==> config.mk <==
export PLATFORM = sky130hd
export DESIGN_NAME = ttd_front
export DESIGN_NICKNAME = d
export VERILOG_FILES = /design/src/hdl/travel_time_distance_over_speed_assert.svh /design/src/hdl/ttd_pkg.sv /design/src/hdl/ttd_front.sv
export SDC_FILE = /design/constraint.sdc
export NUM_CORES = 2
export LEC_CHECK = 0
export ABC_AREA = 1
export BUFFER_PORTS_ARGS = -buffer_cell sky130_fd_sc_hd__buf_4
export CORE_MARGIN = 5
export CORE_UTILIZATION = 65
export CTS_CLUSTER_DIAMETER = 150
export DETAILED_ROUTE_END_ITERATION = 7
export PLACE_DENSITY = 0.93
export SLEW_MARGIN = 0
export SYNTH_ARGS = -nofsm -noshare
export SYNTH_HDL_FRONTEND = slang
export SYNTH_SLANG_ARGS = --single-unit
==> constraint.sdc <==
create_clock -name clk_i -period 9.15 [get_ports clk_i]
set_input_delay 1.83 -clock clk_i [delete_from_list [all_inputs] [get_ports clk_i]]
set_output_delay 1.83 -clock clk_i [all_outputs]
set_load 0.01 [all_outputs]
==> src/hdl/travel_time_distance_over_speed_assert.svh <==
// assertion macros for the travel time block
`ifndef TRAVEL_TIME_DISTANCE_OVER_SPEED_ASSERT_SVH
`define TRAVEL_TIME_DISTANCE_OVER_SPEED_ASSERT_SVH

// property must hold on every rising clock edge outside reset
`define TT_ASSERT(label, prop, msg) \
  label: assert property (@(posedge clk_i) disable iff (!rst_ni) (prop)) \
    else $error(msg);

// antecedent implies consequent in the next cycle
`define TT_ASSERT_NEXT(label, ante, cons, msg) \
  label: assert property (@(posedge clk_i) disable iff (!rst_ni) (ante) |=> (cons)) \
    else $error(msg);

`endif

==> src/hdl/ttd_pkg.sv <==
package ttd_pkg;

  localparam int unsigned PosW   = 24;
  localparam int unsigned SpeedW = 16;
  localparam int unsigned TimeW  = 32;
  localparam int unsigned DiffW  = 25;
  localparam int unsigned SqW    = 50;
  localparam int unsigned RootW  = 33;
  localparam int unsigned RemW   = 35;
  localparam int unsigned QuoW   = 33;
  localparam logic [SpeedW-1:0] SpeedOne = 16'd256;

  typedef struct packed {
    logic signed [PosW-1:0] pos_a_x;
    logic signed [PosW-1:0] pos_a_y;
    logic signed [PosW-1:0] pos_b_x;
    logic signed [PosW-1:0] pos_b_y;
    logic [SpeedW-1:0]      speed;
  } in_item_t;

  typedef struct packed {
    logic [TimeW-1:0] travel_time;
    logic             saturated;
  } out_item_t;

  // classified work handed from front to back
  typedef struct packed {
    logic [SqW-1:0]    sq;
    logic [SpeedW-1:0] divisor;
  } work_t;

endpackage

==> src/hdl/ttd_front.sv <==
module ttd_front import ttd_pkg::*; (
  input  logic     clk_i,
  input  logic     rst_ni,
  input  logic     in_valid_i,
  output logic     in_ready_o,
  input  in_item_t in_data_i,
  output logic     wk_valid_o,
  input  logic     wk_ready_i,
  output work_t    wk_data_o
);

  logic              s1_valid_q, s2_valid_q;
  logic [DiffW-2:0]  dx_q, dy_q;
  logic [SpeedW-1:0] sp1_q;
  logic [2*DiffW-3:0] dx2_q, dy2_q;
  logic [SpeedW-1:0] sp2_q;
  logic              adv2, adv1;
  logic signed [DiffW-1:0] dx_d, dy_d;

  assign adv2 = !s2_valid_q || wk_ready_i;
  assign adv1 = !s1_valid_q || adv2;
  assign in_ready_o = adv1;

  always_comb begin
    dx_d = DiffW'(in_data_i.pos_a_x) - DiffW'(in_data_i.pos_b_x);
    dy_d = DiffW'(in_data_i.pos_a_y) - DiffW'(in_data_i.pos_b_y);
    if (dx_d < 0) dx_d = -dx_d;
    if (dy_d < 0) dy_d = -dy_d;
  end

  always_ff @(posedge clk_i or negedge rst_ni) begin
    if (!rst_ni) begin
      s1_valid_q <= 1'b0;
      s2_valid_q <= 1'b0;
    end else begin
      if (adv1) s1_valid_q <= in_valid_i;
      if (adv2) s2_valid_q <= s1_valid_q;
    end
  end

  always_ff @(posedge clk_i) begin
    if (adv1 && in_valid_i) begin
      dx_q  <= dx_d[DiffW-2:0];
      dy_q  <= dy_d[DiffW-2:0];
      sp1_q <= (in_data_i.speed == '0) ? SpeedOne : in_data_i.speed;
    end
    if (adv2 && s1_valid_q) begin
      dx2_q <= dx_q * dx_q;
      dy2_q <= dy_q * dy_q;
      sp2_q <= sp1_q;
    end
  end

  assign wk_valid_o       = s2_valid_q;
  assign wk_data_o.sq      = SqW'(dx2_q) + SqW'(dy2_q);
  assign wk_data_o.divisor = sp2_q;

endmodule

[Yosys cells after proc, flatten, opt, wreduce, memory -nomap -nowiden]
Index checks and enable logic that the tools add are counted.
Storage, ports and cells
  word-level logic and storage cells: 26
  output and inout bits: 68
  flip-flop bits (word level): 178
Cells by class
  reductions and logical operators: 7
  order comparisons: 2
  multipliers: 2
  multiplexer cells: 2
  add/sub/neg operators: 5
Operator list (number)
  multiplier 24 x 24 -> 48 bit: 2
  < comparator 25 x 1 -> 1 bit, second input constant: 2
  subtractor 24 x 24 -> 25 bit: 2
  adder 48 x 48 -> 49 bit: 1
  2-to-1 mux 24 bit: 2
  negator 24 bit: 2
  zero test 16 bit: 1
  logical AND 1 bit: 2
  zero test 1 bit: 2
  logical OR 1 bit: 2

[Logic depth before layout (Yosys ltp)]
  depth after elaboration: 4
  mapped depth: 30
  depth with buffers taken out: 29

[Worst setup path after synthesis]
No wires, ideal clock.
  kind: in2reg
  start point: input port wk_ready_i
  end point: register dx2_q[0] (enable)
  stages: 2
  setup slack: 1362 ps
  data arrival time: 7172 ps
  required time: 8535 ps
  setup time: 615 ps
  buffers on the path: 0
  cell sequence: inv_1 > a21oi_1
Between the ends
  word-level cells in the longest chain between the ends: 2
RTL lines
  from (decl): line ttd_front.sv:8  | input logic wk_ready_i,
  logical OR 1 bit: line ttd_front.sv:20  | assign adv2 = !s2_valid_q || wk_ready_i;
  logical AND 1 bit: line ttd_front.sv:47  | if (adv2 && s1_valid_q) begin
  to (signal assigned): line ttd_front.sv:48  | dx2_q <= dx_q * dx_q;
  to (decl): line ttd_front.sv:15  | logic [2*DiffW-3:0] dx2_q, dy2_q;
Every way passes these cells.
A chain may end at the register's enable or synchronous reset.

[Worst setup path after layout]
  start point: register dy_q[0]
  end point: register dy2_q[35] (data pin)
Between the ends
  word-level cells in the longest chain between the ends: 1
RTL lines
  from (decl): line ttd_front.sv:13  | logic [DiffW-2:0] dx_q, dy_q;
  from (signal assigned): line ttd_front.sv:44  | dy_q <= dy_d[DiffW-2:0];
  multiplier 24 x 24 -> 48 bit: line ttd_front.sv:49  | dy2_q <= dy_q * dy_q;
  to (signal assigned): line ttd_front.sv:49
  to (decl): line ttd_front.sv:15
Every way passes these cells.

==> reports/metrics.cfg <==
[status]
outcome=finished clean

[routing]
dr.pass1.iters=6
drt_iter0_markers=3311
wl_per_cell_um=17.6
drt-total-wl_um=124000
ant_nets=0
num_vias=39059
drcViolationCount=0
vias_per_cell=5.54

[cells_and_area]
drive_gt1_share_pct=4.59
area_delta_synth_final_pct=5.89
fillers=5429
final_cell_mix=1,823 x inv_1, 1,345 x nand2_1, 845 x fa_1, 454 x ha_1, 315 x nor2_1
fin_nets=7499
instances_no_fill=7049
final_common_cell=inv_1

[yosys]
async_reset_ff_share_pct=1.14
yosys_warnings=0
synth_edf_count=174
syn_area_um2=47100
ys.flop_type=edfxtp_1
netlist_instances=5984
syn_area_per_cell_um2=7.87
synth_cell_types=48
synth_nets=7399
yosys_register_bits=176
ys_seq_area_share_pct=11.2

[timing]
period_minus_slack_ps=7480
setup_violations=0
tightest_slew_ps=1300
slew_violations=0
clock_skew_ps=14.7
finalHoldViolations=0
fmax_mhz=134
period_share_pct=81.7
fin_setup_tns_ps=0
rsz0062_at_grt=false
slew_headroom_pct=13.5
holdWs_ps=419

[die]
rows=98
dieArea_um2=77900
ios=184
core-area_um2=71600
initial_core_util_pct=65.7
die_y_um=279
dieWidth_um=279

[hold_path]
worstHoldPathType=register to register

[global_route]
grtUsageTotal_pct=32.4
grt_max_degree=51
grt_pass1_wl_um=205000
antenna_found_initial=2
grt-ovfl-total=0
grt_pass1_vias=42139

[clock_network]
clk_path_buf_depth=2
postCtsSetupBuffers=0
cts.clk_slew.worst_paths_ps=80
cts_buffers=17
clkLatencyLatePin_ps=490
root_buffer=clkbuf_16
cts_tree=done
ctsHoldBuffers=0
clock-sinks=176
htreeDepth=4
cts.repair.resized=0

[placed_design]
placed_cells=7015
portBuffers=182
gp_congestion=1.01
place_hpwl_um=106000

[run]
maxCapViolCount=0

[critical_path]
critPathKind=register to register
cp-start-kind=register
cp.required_ps=9470
cp_max_fo=25
crit_arrival_ps=7790
worstSetupEndpointType=register

[sequential cells by signal, indices dropped and copies added (netlist names)]
signal,flops
wk_valid_o,1
dy_q,24
sp2_q,16
s1_valid_q,1
sp1_q,16
dy2_q,47
dx_q,24
dx2_q,47
[routing by layer]
layer | global-route usage [%] | vias to the layer above | part of all wire [%]
met5 | 0 | - | 0.010
met4 | 13.0 | 2 | 4.3
met3 | 7.32 | 495 | 10
met2 | 55.0 | 2163 | 48
met1 | 40.6 | 18630 | 37
li1 | - | 17769 | -
[synthesized netlist by cell type, types with 10 or more instances]
master	n	area share (%)
a21o_1	24	0.38
a21oi_1	207	2.2
a31oi_1	30	0.40
clkbuf_1	115	0.92
edfxtp_1	174	11
fa_1	845	36
ha_1	454	12
inv_1	1824	15
nand2_1	1345	11
nand2_2	18	0.24
nand3_1	165	1.8
nand3b_1	15	0.24
nand4_1	30	0.40
nor2_1	315	2.5
nor2_2	10	0.13
nor3_1	26	0.28
nor4_1	24	0.32
o21ai_0	95	1.0
o21bai_1	14	0.22
xnor2_1	67	1.2
xor2_1	115	2.1
[cell type report]
class | instances | area (µm²) | area share, %
diodes | 2 | 5.00 | 0.0100
repair buffers | 202 | 1520 | 3.04
clock inverters | 14 | 106 | 0.213
well taps | 950 | 1190 | 2.38
clock buffers | 18 | 429 | 0.861
multi-input cells | 3861 | 34500 | 69.2
inverters | 1826 | 6850 | 13.7
flip-flops and latches | 176 | 5280 | 10.6
[cells by family (layout without fill, tap and decap cells)]
group,count (synthesis),after routing,share of synthesized area [%]
other cells,1,3,0.00796
compound gates,414,414,4.94
fa+ha+maj,1299,1299,48.0
buf+inv,1947,2060,15.6
flops,176,176,11.2
xor+xnor,182,182,3.39
simple gates,1965,1965,16.9
[critical path: stages (launching register included)]
cell,delay (ps)
edfxtp_1,1130
nand2_1,300
fa_1,630
inv_1,60
fa_1,510
fa_1,550
inv_1,50
fa_1,490
inv_1,60
fa_1,490
fa_1,500
inv_1,50
fa_1,490
inv_1,50
ha_1,360
nand2_1,140
nor2_1,300
inv_1,100
o21ai_0,490
nand4_1,170
nand2_1,140
xor2_1,220
[worst paths after layout]
check / from / end / slack (ps) / cells past startpoint
worst min register to register: sp1_q[11] / sp2_q[11] / 420 / 0
worst min-delay path: sp1_q[11] / sp2_q[11] / 420 / 0
worst max-delay path: dy_q[0] / dy2_q[35] / 1670 / 21
worst max register to register: dy_q[0] / dy2_q[35] / 1670 / 21
min in group asynchronous: rst_ni / s1_valid_q / 1120 / 1
max in group asynchronous: rst_ni / wk_valid_o / 7950 / 1
[stage by stage]
stage,area [µm²],setup slack [ps],utilization (%)
floorplan,47100,1360,-
global route,49900,1370,69.6
global placement,49300,1940,68.9
detailed placement,49300,1780,68.9
finish,49900,1670,69.6
CTS,49900,1760,69.6
Power is left out: the tool's default activity adds up to more than one toggle a clock period on the data nets, which glitch-free logic cannot reach.
