`config.mk`:
```
export PLATFORM = sky130hd
export DESIGN_NAME = ttd_queue
export DESIGN_NICKNAME = d
export VERILOG_FILES = /design/src/hdl/travel_time_distance_over_speed_assert.svh /design/src/hdl/ttd_pkg.sv /design/src/hdl/ttd_queue.sv
export SDC_FILE = /design/constraint.sdc
export NUM_CORES = 1
export LEC_CHECK = 0
export BUFFER_PORTS_ARGS = -buffer_cell sky130_fd_sc_hd__buf_4
export CAP_MARGIN = 5
export CORE_MARGIN = 4
export CORE_UTILIZATION = 55
export DETAILED_ROUTE_END_ITERATION = 10
export MAX_ROUTING_LAYER = met4
export PLACE_DENSITY = 0.83
export SLEW_MARGIN = 20
export SYNTH_ARGS = -nofsm -noshare
export SYNTH_HDL_FRONTEND = slang
export SYNTH_SLANG_ARGS = --single-unit
```
`constraint.sdc`:
```
create_clock -name clk_i -period 6 [get_ports clk_i]
set_clock_uncertainty 0.1 [all_clocks]
set_input_delay 0.3 -clock clk_i [delete_from_list [all_inputs] [get_ports clk_i]]
set_output_delay 0.3 -clock clk_i [all_outputs]
set_load 0.05 [all_outputs]
```
`src/hdl/travel_time_distance_over_speed_assert.svh`:
```
// assertion macros for the travel time block
`ifndef TRAVEL_TIME_DISTANCE_OVER_SPEED_ASSERT_SVH
`define TRAVEL_TIME_DISTANCE_OVER_SPEED_ASSERT_SVH

// property must hold on every rising clock edge outside reset
`define TT_ASSERT(label, prop, msg) \
  label: assert property (@(posedge clk_i) disable iff (!rst_ni) (prop)) \
    else $error(msg);

// antecedent implies consequent in the next cycle
`define TT_ASSERT_NEXT(label, ante, cons, msg) \
  label: assert property (@(posedge clk_i) disable iff (!rst_ni) (ante) |=> (cons)) \
    else $error(msg);

`endif

```
`src/hdl/ttd_pkg.sv`:
```
package ttd_pkg;

  localparam int unsigned PosW   = 24;
  localparam int unsigned SpeedW = 16;
  localparam int unsigned TimeW  = 32;
  localparam int unsigned DiffW  = 25;
  localparam int unsigned SqW    = 50;
  localparam int unsigned RootW  = 33;
  localparam int unsigned RemW   = 35;
  localparam int unsigned QuoW   = 33;
  localparam logic [SpeedW-1:0] SpeedOne = 16'd256;

  typedef struct packed {
    logic signed [PosW-1:0] pos_a_x;
    logic signed [PosW-1:0] pos_a_y;
    logic signed [PosW-1:0] pos_b_x;
    logic signed [PosW-1:0] pos_b_y;
    logic [SpeedW-1:0]      speed;
  } in_item_t;

  typedef struct packed {
    logic [TimeW-1:0] travel_time;
    logic             saturated;
  } out_item_t;

  // classified work handed from front to back
  typedef struct packed {
    logic [SqW-1:0]    sq;
    logic [SpeedW-1:0] divisor;
  } work_t;

endpackage

```
`src/hdl/ttd_queue.sv`:
```
module ttd_queue import ttd_pkg::*; #(
  parameter int unsigned Depth = 2
) (
  input  logic  clk_i,
  input  logic  rst_ni,
  input  logic  wr_valid_i,
  output logic  wr_ready_o,
  input  work_t wr_data_i,
  output logic  rd_valid_o,
  input  logic  rd_ready_i,
  output work_t rd_data_o
);

  localparam int unsigned PtrW = (Depth > 1) ? $clog2(Depth) : 1;

  work_t           mem_q [Depth];
  logic [PtrW-1:0] wp_q, rp_q;
  logic [PtrW:0]   cnt_q;
  logic            wr, rd;

  assign wr_ready_o = cnt_q != (PtrW+1)'(Depth);
  assign rd_valid_o = cnt_q != '0;
  assign wr = wr_valid_i && wr_ready_o;
  assign rd = rd_valid_o && rd_ready_i;
  assign rd_data_o = mem_q[rp_q];

  always_ff @(posedge clk_i or negedge rst_ni) begin
    if (!rst_ni) begin
      wp_q  <= '0;
      rp_q  <= '0;
      cnt_q <= '0;
    end else begin
      if (wr) wp_q <= (wp_q == PtrW'(Depth-1)) ? '0 : wp_q + 1'b1;
      if (rd) rp_q <= (rp_q == PtrW'(Depth-1)) ? '0 : rp_q + 1'b1;
      cnt_q <= cnt_q + (PtrW+1)'(wr) - (PtrW+1)'(rd);
    end
  end

  always_ff @(posedge clk_i) begin
    if (wr) mem_q[wp_q] <= wr_data_i;
  end

endmodule

```
### After elaboration in Yosys (flattened, before gate mapping)

Memories as Yosys holds them, arrays and structs flattened.
Index checks and enable logic that the tools add are counted.

| storage, ports and cells | value |
|---|---|
| bits in registers | 4 |
| latch bits | 0 |
| RAM bits | 132 |
| bits in read-only memories | 0 |
| output and inout bits | 68 |
| memories kept | 1 |

Memory list:

| name | depth | bits a word | read ports | clocked after memory_dff | wr ports | line | source |
|---|---|---|---|---|---|---|---|
| mem_q | 2 | 66 | 1 | 0 | 1 | ttd_queue.sv:16 | `work_t mem_q [Depth];` |

| cells by class | value |
|---|---|
| $add $sub $neg | 4 |
| multipliers | 0 |
| div/mod/pow operators | 0 |
| magnitude comparators | 0 |
| eq/ne operators | 1 |
| shifts and indexed selects | 0 |
| mux-type cells | 4 |
| bitwise operators | 0 |
| reduce and logical (&&, ||, !) cells | 3 |

Operators with widths:

| kind | number |
|---|---|
| $mux 1 | 4 |
| $add 1x1->1 const B | 2 |
| $add 2x1->2 | 1 |
| $logic_and 1x1->1 | 2 |
| $ne 2x2->1 const B | 1 |
| $reduce_bool 2->1 | 1 |
| $sub 2x1->2 | 1 |

### Longest topological paths before layout

Gate-level depths: netlist of the first run.

| depth | value |
|---|---|
| depth after elaboration | 4 |
| gate-level depth with buffers | 5 |
| depth with buffers taken out | 5 |

### Worst setup path after synthesis of the first run

Ideal clock, no wire load.

| timing | value |
|---|---|
| path kind | register to register |
| start point | register cnt_q[0] |
| end point | memory mem_q[0][0] (netlist name), enable pin |
| data arrival time | 3.824 ns |
| setup slack | 1.586 ns |
| stages on the path, launching flop included | 4 |
| clock period less this slack | 4.414 ns |
| path through | dfrtp_1 -> nand2b_1 -> nand2_1 -> nor2_1 |

| on the way | value |
|---|---|
| cells in the longest elaborated chain, start to end | 4 |

Ends and longest elaborated chain:

| element | line | source |
|---|---|---|
| from (decl) | ttd_queue.sv:18 | `logic [PtrW:0] cnt_q;` |
| from (signal assigned) | ttd_queue.sv:35 | `cnt_q <= cnt_q + (PtrW+1)'(wr) - (PtrW+1)'(rd);` |
| $ne 2x2->1 | ttd_queue.sv:21 | `assign wr_ready_o = cnt_q != (PtrW+1)'(Depth);` |
| via wr_ready_o | ttd_queue.sv:7 | `output logic wr_ready_o,` |
| $logic_and 1x1->1 | ttd_queue.sv:23 | `assign wr = wr_valid_i && wr_ready_o;` |
| $mux 1 | ttd_queue.sv:40 | `if (wr) mem_q[wp_q] <= wr_data_i;` |
| $mux 1 (not written as such) | ttd_queue.sv:40 |  |
| to (decl) | ttd_queue.sv:16 |  |

The timed path passes the listed nets, and every way through them passes these cells.

==> metrics.md, run 1 <==
| Metric | Value |
|---|---|
| Diodes inserted | `0` |
| Critical path startpoint | `rp_q` |
| Startpoint of the worst register-to-register path | `cnt_q[0]` |
| CP required | `5.60 ns` |
| Drt drc | `0` |
| DR vias/cell | `5.18` |
| Initial antenna violation count | `0` |
| FP Rows | `34` |
| Hold Fails Final Rpt | `0` |
| Routed len/inst | `19.1 um` |
| TritonCTS clock tree | `done` |
| Cells after synthesis | `227` |
| Fin. max-slew vios | `0` |
| Antenna-violating nets left | `0` |
| Total track usage | `21.1%` |
| Most frequent cells in the layout | `buf_4 (139), edfxtp_1 (132), dlygate4sd3_1 (68)` |
| Syn Std Cell Area | `5090 um^2` |
| Gr ovfl total | `0` |
| Die Span Y | `104 um` |
| Final Total Pwr | `4170 uW` |
| Via Count | `2935` |
| Critical path capture point type | `output pin` |
| Internal power | `2560 uW` |
| Dpl cells | `467` |
| Fin cells | `567` |
| Period utilisation layout | `45.3%` |
| Buffers on Ports | `137` |
| CP startpoint kind | `flop` |
| R2r setup slk | `3.70 ns` |
| Warnings from Yosys | `0` |
| Share of post-route cells with drive strength above 1 | `52.5%` |
| Pleak | `0.00295 uW` |
| Die Wd | `104 um` |
| F_max | `368 MHz` |
| Worst R2R End | `mem_q[1][20]` |
| Sequential Power Share | `35.2%` |
| Min Tclk post-route | `2.72 ns` |
| Commonest non-fill, non-tap cell in the layout | `buf_4` |
| Initial Util | `57.6%` |
| Syn Area/Cell | `22.4 um^2` |
| Reg clk slew, reported paths | `0.06 ns` |
| Power per cell area | `554 nW/um^2` |
| Setup TNS | `0 ns` |
| Count of different cell masters after synthesis | `20` |
| Clock Tree Buf Depth | `2` |
| Psw | `1610 uW` |
| Reg2Reg Depth | `3` |
| Core area | `8850 um^2` |
| Worst-path fanout max | `67` |
| Clk pwr share | `24.5%` |
| Drt initial violations | `117` |
| Largest net degree at the start of global routing | `68` |
| Clk root buf | `clkbuf_8` |
| Worst slew margin | `28.8%` |
| Clock Latency Late Sink | `0.50 ns` |
| Final Core Density | `85.1%` |
| # setup viols final | `0` |
| Worst setup path end | `rd_data_o[13]` |
| Post-synthesis sequential area ratio | `79.8%` |
| Drt pass-1 iters | `4` |
| Unrepaired setup endpoints after global routing | `false` |
| Die ar. | `10900 um^2` |
| First-pass GRT wire length | `16.9 mm` |
| Outcome | `finished clean` |
| Hold slack final | `0.0425 ns` |
| Num ports | `138` |
| Final Wtd Congestion | `0.677` |
| H-tree depth | `4` |
| CTS buffer count | `17` |
| Worst min path class | `in2async` |
| # Max-Cap Violations | `0` |
| Part of the power in combinational logic | `40.3%` |
| Final wirelength | `10.8 mm` |
| Nets | `518` |
| Slew @ Worst Pin | `1.07 ns` |
| Switching Share | `38.6%` |
| Crit path DAT | `2.32 ns` |
| Syn-to-layout area delta | `47.7%` |
| VDD IR max | `0.349 mV` |
| Dpl hpwl | `5.93 mm` |
| Clock tree sinks | `136` |
| Worst Setup Path Type | `reg2out` |
| Post-Syn Nets | `298` |
| Seq cells post-synth | `136` |
| Vias in the first global route | `3184` |
-- kinds of logic (layout without fill, tap and decap cells) --
logic type | Yosys count | after routing | share of synthesized area, %
fa+ha+maj | 1 | 1 | 0.246
simple gates | 10 | 10 | 0.958
xor+xnor | 3 | 3 | 0.516
mux | 66 | 66 | 16.8
flops | 136 | 136 | 79.8
buf+inv | 7 | 239 | 1.11
compound gates | 4 | 4 | 0.614
-- power by group through the flow --
stage	Combinational (uW)	Clock [uW]	Sequential, uW
after floorplan	1300	0	1380
after detailed placement	1630	0	1490
after global routing	1750	1080	1490
after global placement	1610	0	1470
final	1680	1020	1470
after CTS	1670	1030	1470
-- metrics by stage --
stage	setup slack [ns]	area, um^2
detailed placement	3.42	6230
floorplan	1.59	5090
global placement	3.46	6230
CTS	3.26	7500
global route	3.20	7530
finish	3.28	7530
-- layout make-up --
type	count	area (um^2)
clock inverters	14	174
fillers	408	1320
flip-flops and latches	136	4070
repair buffers	208	1750
clock buffers	17	414
multi-input cells	84	983
well taps	108	135
-- how the worst min path moves through the flow --
| stage | start | endpoint | slack, ns | depth (start not counted) |
|---|---|---|---|---|
| after floorplan | rst_ni | cnt_q[0] | -0.1 | 0 |
| after global placement | rst_ni | cnt_q[0] | -0.0003 | 1 |
| after detailed placement | rst_ni | cnt_q[0] | -0.002 | 1 |
| after CTS | rst_ni | rp_q | 0.02 | 2 |
| after global routing | rst_ni | cnt_q[1] | 0.05 | 2 |
| final | rst_ni | rp_q | 0.04 | 2 |
-- critical path, stage by stage (launching register included) --
cell	delay [ns]
dfrtp_4	1.13
mux2_2	0.45
buf_4	0.20
-- metal layers --
| layer | track usage (%) | wire length, um | vias up |
|---|---|---|---|
| met5 | - | 0 | - |
| met4 | 7.31 | 127 | 0 |
| met3 | 6.08 | 584 | 13 |
| met2 | 36.2 | 5790 | 125 |
| met1 | 23.9 | 4310 | 1450 |
| li1 | - | - | 1347 |
-- cell usage after synthesis, drive strengths merged --
| cell type | instances | area [um^2] |
|---|---|---|
| or2 | 1 | 6.26 |
| a211oi | 1 | 7.51 |
| xnor2 | 3 | 26.3 |
| a21bo | 1 | 10.0 |
| o21ai | 1 | 5.00 |
| nor2b | 1 | 6.26 |
| a32oi | 1 | 8.76 |
| edfxtp | 132 | 3960 |
| nand2b | 1 | 6.26 |
| and3 | 1 | 6.26 |
| ha | 1 | 12.5 |
| nand3 | 1 | 5.00 |
| mux2 | 66 | 856 |
| buf | 7 | 56.3 |
| dfrtp | 4 | 100 |
| nor2 | 3 | 11.3 |
| nand2 | 2 | 7.51 |
-- registers in the layout, indices dropped and copies added (netlist names) --
name and cells:
mem_q 132, rp_q 1, cnt_q 2, wp_q 1
-- repair_timing --
| action | 4_1_cts | 5_1_grt |
|---|---|---|
| resized for setup | 0 | 0 |
| endpoints found under the setup margin | 0 | 0 |
| hold buffers | 68 | 0 |
| buffers inserted | 0 | 0 |
| hold endpoints to repair | 137 | 0 |
Note: power is estimated with default switching activity, not from simulation.
==> inputs of run 2 (changes only) <==
--- a/config.mk
+++ b/config.mk
@@ -8,10 +8,10 @@
 export BUFFER_PORTS_ARGS = -buffer_cell sky130_fd_sc_hd__buf_4
 export CAP_MARGIN = 5
 export CORE_MARGIN = 4
-export CORE_UTILIZATION = 55
+export CORE_UTILIZATION = 52
 export DETAILED_ROUTE_END_ITERATION = 10
 export MAX_ROUTING_LAYER = met4
-export PLACE_DENSITY = 0.83
+export PLACE_DENSITY = 0.79
 export SLEW_MARGIN = 20
 export SYNTH_ARGS = -nofsm -noshare
 export SYNTH_HDL_FRONTEND = slang
==> constraint.sdc (replaced) <==
create_clock -name clk_i -period 2.79 [get_ports clk_i]
set_clock_uncertainty 0.1 [all_clocks]
set_input_delay 0.1395 -clock clk_i [delete_from_list [all_inputs] [get_ports clk_i]]
set_output_delay 0.1395 -clock clk_i [all_outputs]
set_load 0.05 [all_outputs]
==> run 2 against run 1 <==
Compared with the run above:
- sequential power rose by 100%
- core utilization fell by 4.2 points
- final area rose by 0.70%
- flip-flop and latch count did not move
- wire length fell by 1.4%
- power rose by 110%
- critical path depth rose by 1
- final cell count rose by 4.8%
- sequential share of layout area fell by 0.37 points
- register-to-register slack got worse by 2.7 ns
- critical endpoint is now rd_data_o[54]
- largest power group unchanged
- highest routed layer unchanged
==> metrics.md, run 2 (synthesis results as in run 1) <==
| Metric | Value |
|---|---|
| WL met3 | `496 um` |
| Critical path capture point type | `output pin` |
| CP max stage delay | `0.62 ns` |
| Drt initial violations | `173` |
| Nets | `523` |
| Via Count | `2893` |
| Reg clk slew, reported paths | `0.06 ns` |
| Post-Route M1 WL | `4.10 mm` |
| Top reg by flops | `mem_q` |
| Die Wd | `107 um` |
| Commonest non-fill, non-tap cell in the layout | `buf_4` |
| Hold Fails Final Rpt | `0` |
| FP Rows | `35` |
| VDD IR max | `0.684 mV` |
| Share of post-route cells with drive strength above 1 | `52.0%` |
| CP required | `2.55 ns` |
| Num ports | `138` |
| Post-CTS resize count | `0` |
| CP Cell Sequence | `buf_4 -> mux2_2 -> buf_4` |
| Worst slew margin | `63.8%` |
| Syn-to-layout area delta | `48.7%` |
| Largest regs | `mem_q x132, cnt_q x2` |
| Clock Tree Buf Depth | `2` |
| CP startpoint kind | `flop` |
| Power per cell area | `1180 nW/um^2` |
| Final wirelength | `10.7 mm` |
| Cell mode on critical path | `buf_4` |
| Die ar. | `11400 um^2` |
| Setup WS pre-CTS | `0.990 ns` |
| Pleak | `0.00297 uW` |
| Unrepaired setup endpoints after global routing | `false` |
| Min Tclk post-route | `2.28 ns` |
| Setup TNS | `0 ns` |
| Final Total Pwr | `8910 uW` |
| Clock Latency Late Sink | `0.50 ns` |
| Period utilisation layout | `81.6%` |
| Die Span Y | `107 um` |
| Most frequent cells in the layout | `buf_4 (141), edfxtp_1 (132), dlygate4sd3_1 (70)` |
| Vias in the first global route | `3320` |
| F_max | `439 MHz` |
| Routed len/inst | `18.0 um` |
| Final Core Density | `80.9%` |
| Slew @ Worst Pin | `0.543 ns` |
| Met2 wire len | `5.90 mm` |
| Diodes inserted | `0` |
| Gr ovfl total | `0` |
| TritonCTS clock tree | `done` |
| Drt pass-1 iters | `4` |
| H-tree depth | `4` |
| Worst Setup Path Type | `reg2out` |
| Clock tree sinks | `136` |
| First-pass GRT wire length | `17.0 mm` |
| Total track usage | `20.5%` |
| Crit path DAT | `2.04 ns` |
| Max layer used | `met4` |
| Critical Path Slowest Stage Cell | `dfrtp_4` |
| Max reg flops | `132` |
| Crit path max-delay family | `flip-flops` |
| Clk root buf | `clkbuf_8` |
| Worst setup margin | `0.512 ns` |
| Outcome | `finished clean` |
| # setup viols final | `0` |
| Antenna-violating nets left | `0` |
| Worst-path fanout max | `22` |
| Buffers on Ports | `137` |
| Dpl hpwl | `5.93 mm` |
| Worst min path class | `in2reg` |
| Largest net degree at the start of global routing | `40` |
| Final Wtd Congestion | `0.690` |
| Initial antenna violation count | `0` |
| Critical path buffer and inverter count | `2` |
| Fin. max-slew vios | `0` |
| DR vias/cell | `4.87` |
| Drt drc | `0` |
| # Max-Cap Violations | `0` |
| Core area | `9370 um^2` |
| CTS buffer count | `17` |
| Initial Util | `54.4%` |
==> run 2: cell types whose count changed in the layout (fill, tap and decap cells not counted), sizes merged <==
cell,delta
buf,+3
clkinv,+2
clkinvlp,-2
dlygate4sd3,+2
bufinv,-1
clkbuf,+1
inv,+1
==> run 2: final cells by class <==
type | instances | area [um^2]
Tap cell | 129 | 161
Clock buffer | 18 | 418
Clock inverter | 14 | 149
Multi-Input combinational cell | 84 | 983
Sequential cell | 136 | 4070
Fill cell | 490 | 1790
Timing Repair Buffer | 213 | 1800
==> run 2: worst paths after layout <==
check,startpoint,end,slack [ns],depth (start not counted)
setup reg to reg,cnt_q[0],mem_q[0][22],0.97,4
hold / removal,wr_data_i[15],mem_q[1][15],0.26,2
min in group asynchronous,rst_ni,cnt_q[0],0.47,3
setup / recovery,rp_q,rd_data_o[54],0.51,3
hold reg to reg,wp_q,wp_q,0.46,1
max in group asynchronous,rst_ni,rp_q,1.91,3
==> run 2: timing repair <==
action / CTS / global route
buffers inserted: 0 / 0
hold buffers: 70 / 0
hold endpoints to repair: 140 / 0
==> run 2: where the power goes <==
| group | leakage [uW] | switching [uW] | internal (uW) |
|---|---|---|---|
| sequential | 0.00127 | 196 | 2800 |
| clock | 0.000272 | 834 | 1280 |
| combinational | 0.00143 | 2440 | 1370 |
==> run 2: worst register-to-register path, stage by stage (launching register included) <==
cell      delay [ns]
dfrtp_1         0.46
nand2b_1        0.17
nand2_1         0.13
nor2_4          0.11
buf_4           0.46
==> run 2: per-stage QoR <==
step / hold slack (ns) / area, um^2 / instances
6_report: 0.264 / 7580 / 594
5_1_grt: 0.243 / 7580 / 594
4_1_cts: 0.237 / 7580 / 594
3_5_place_dp: -0.160 / 6310 / 492
3_3_place_gp: -0.161 / 6310 / 492
2_1_floorplan: -0.256 / 5100 / 227
==> run 2: per-layer routing <==
metal / vias up / global-route usage [%]
met2: 99 / 35.5
li1: 1353 / -
met4: 0 / 8.13
met3: 14 / 5.42
met1: 1427 / 22.6
met5: - / -
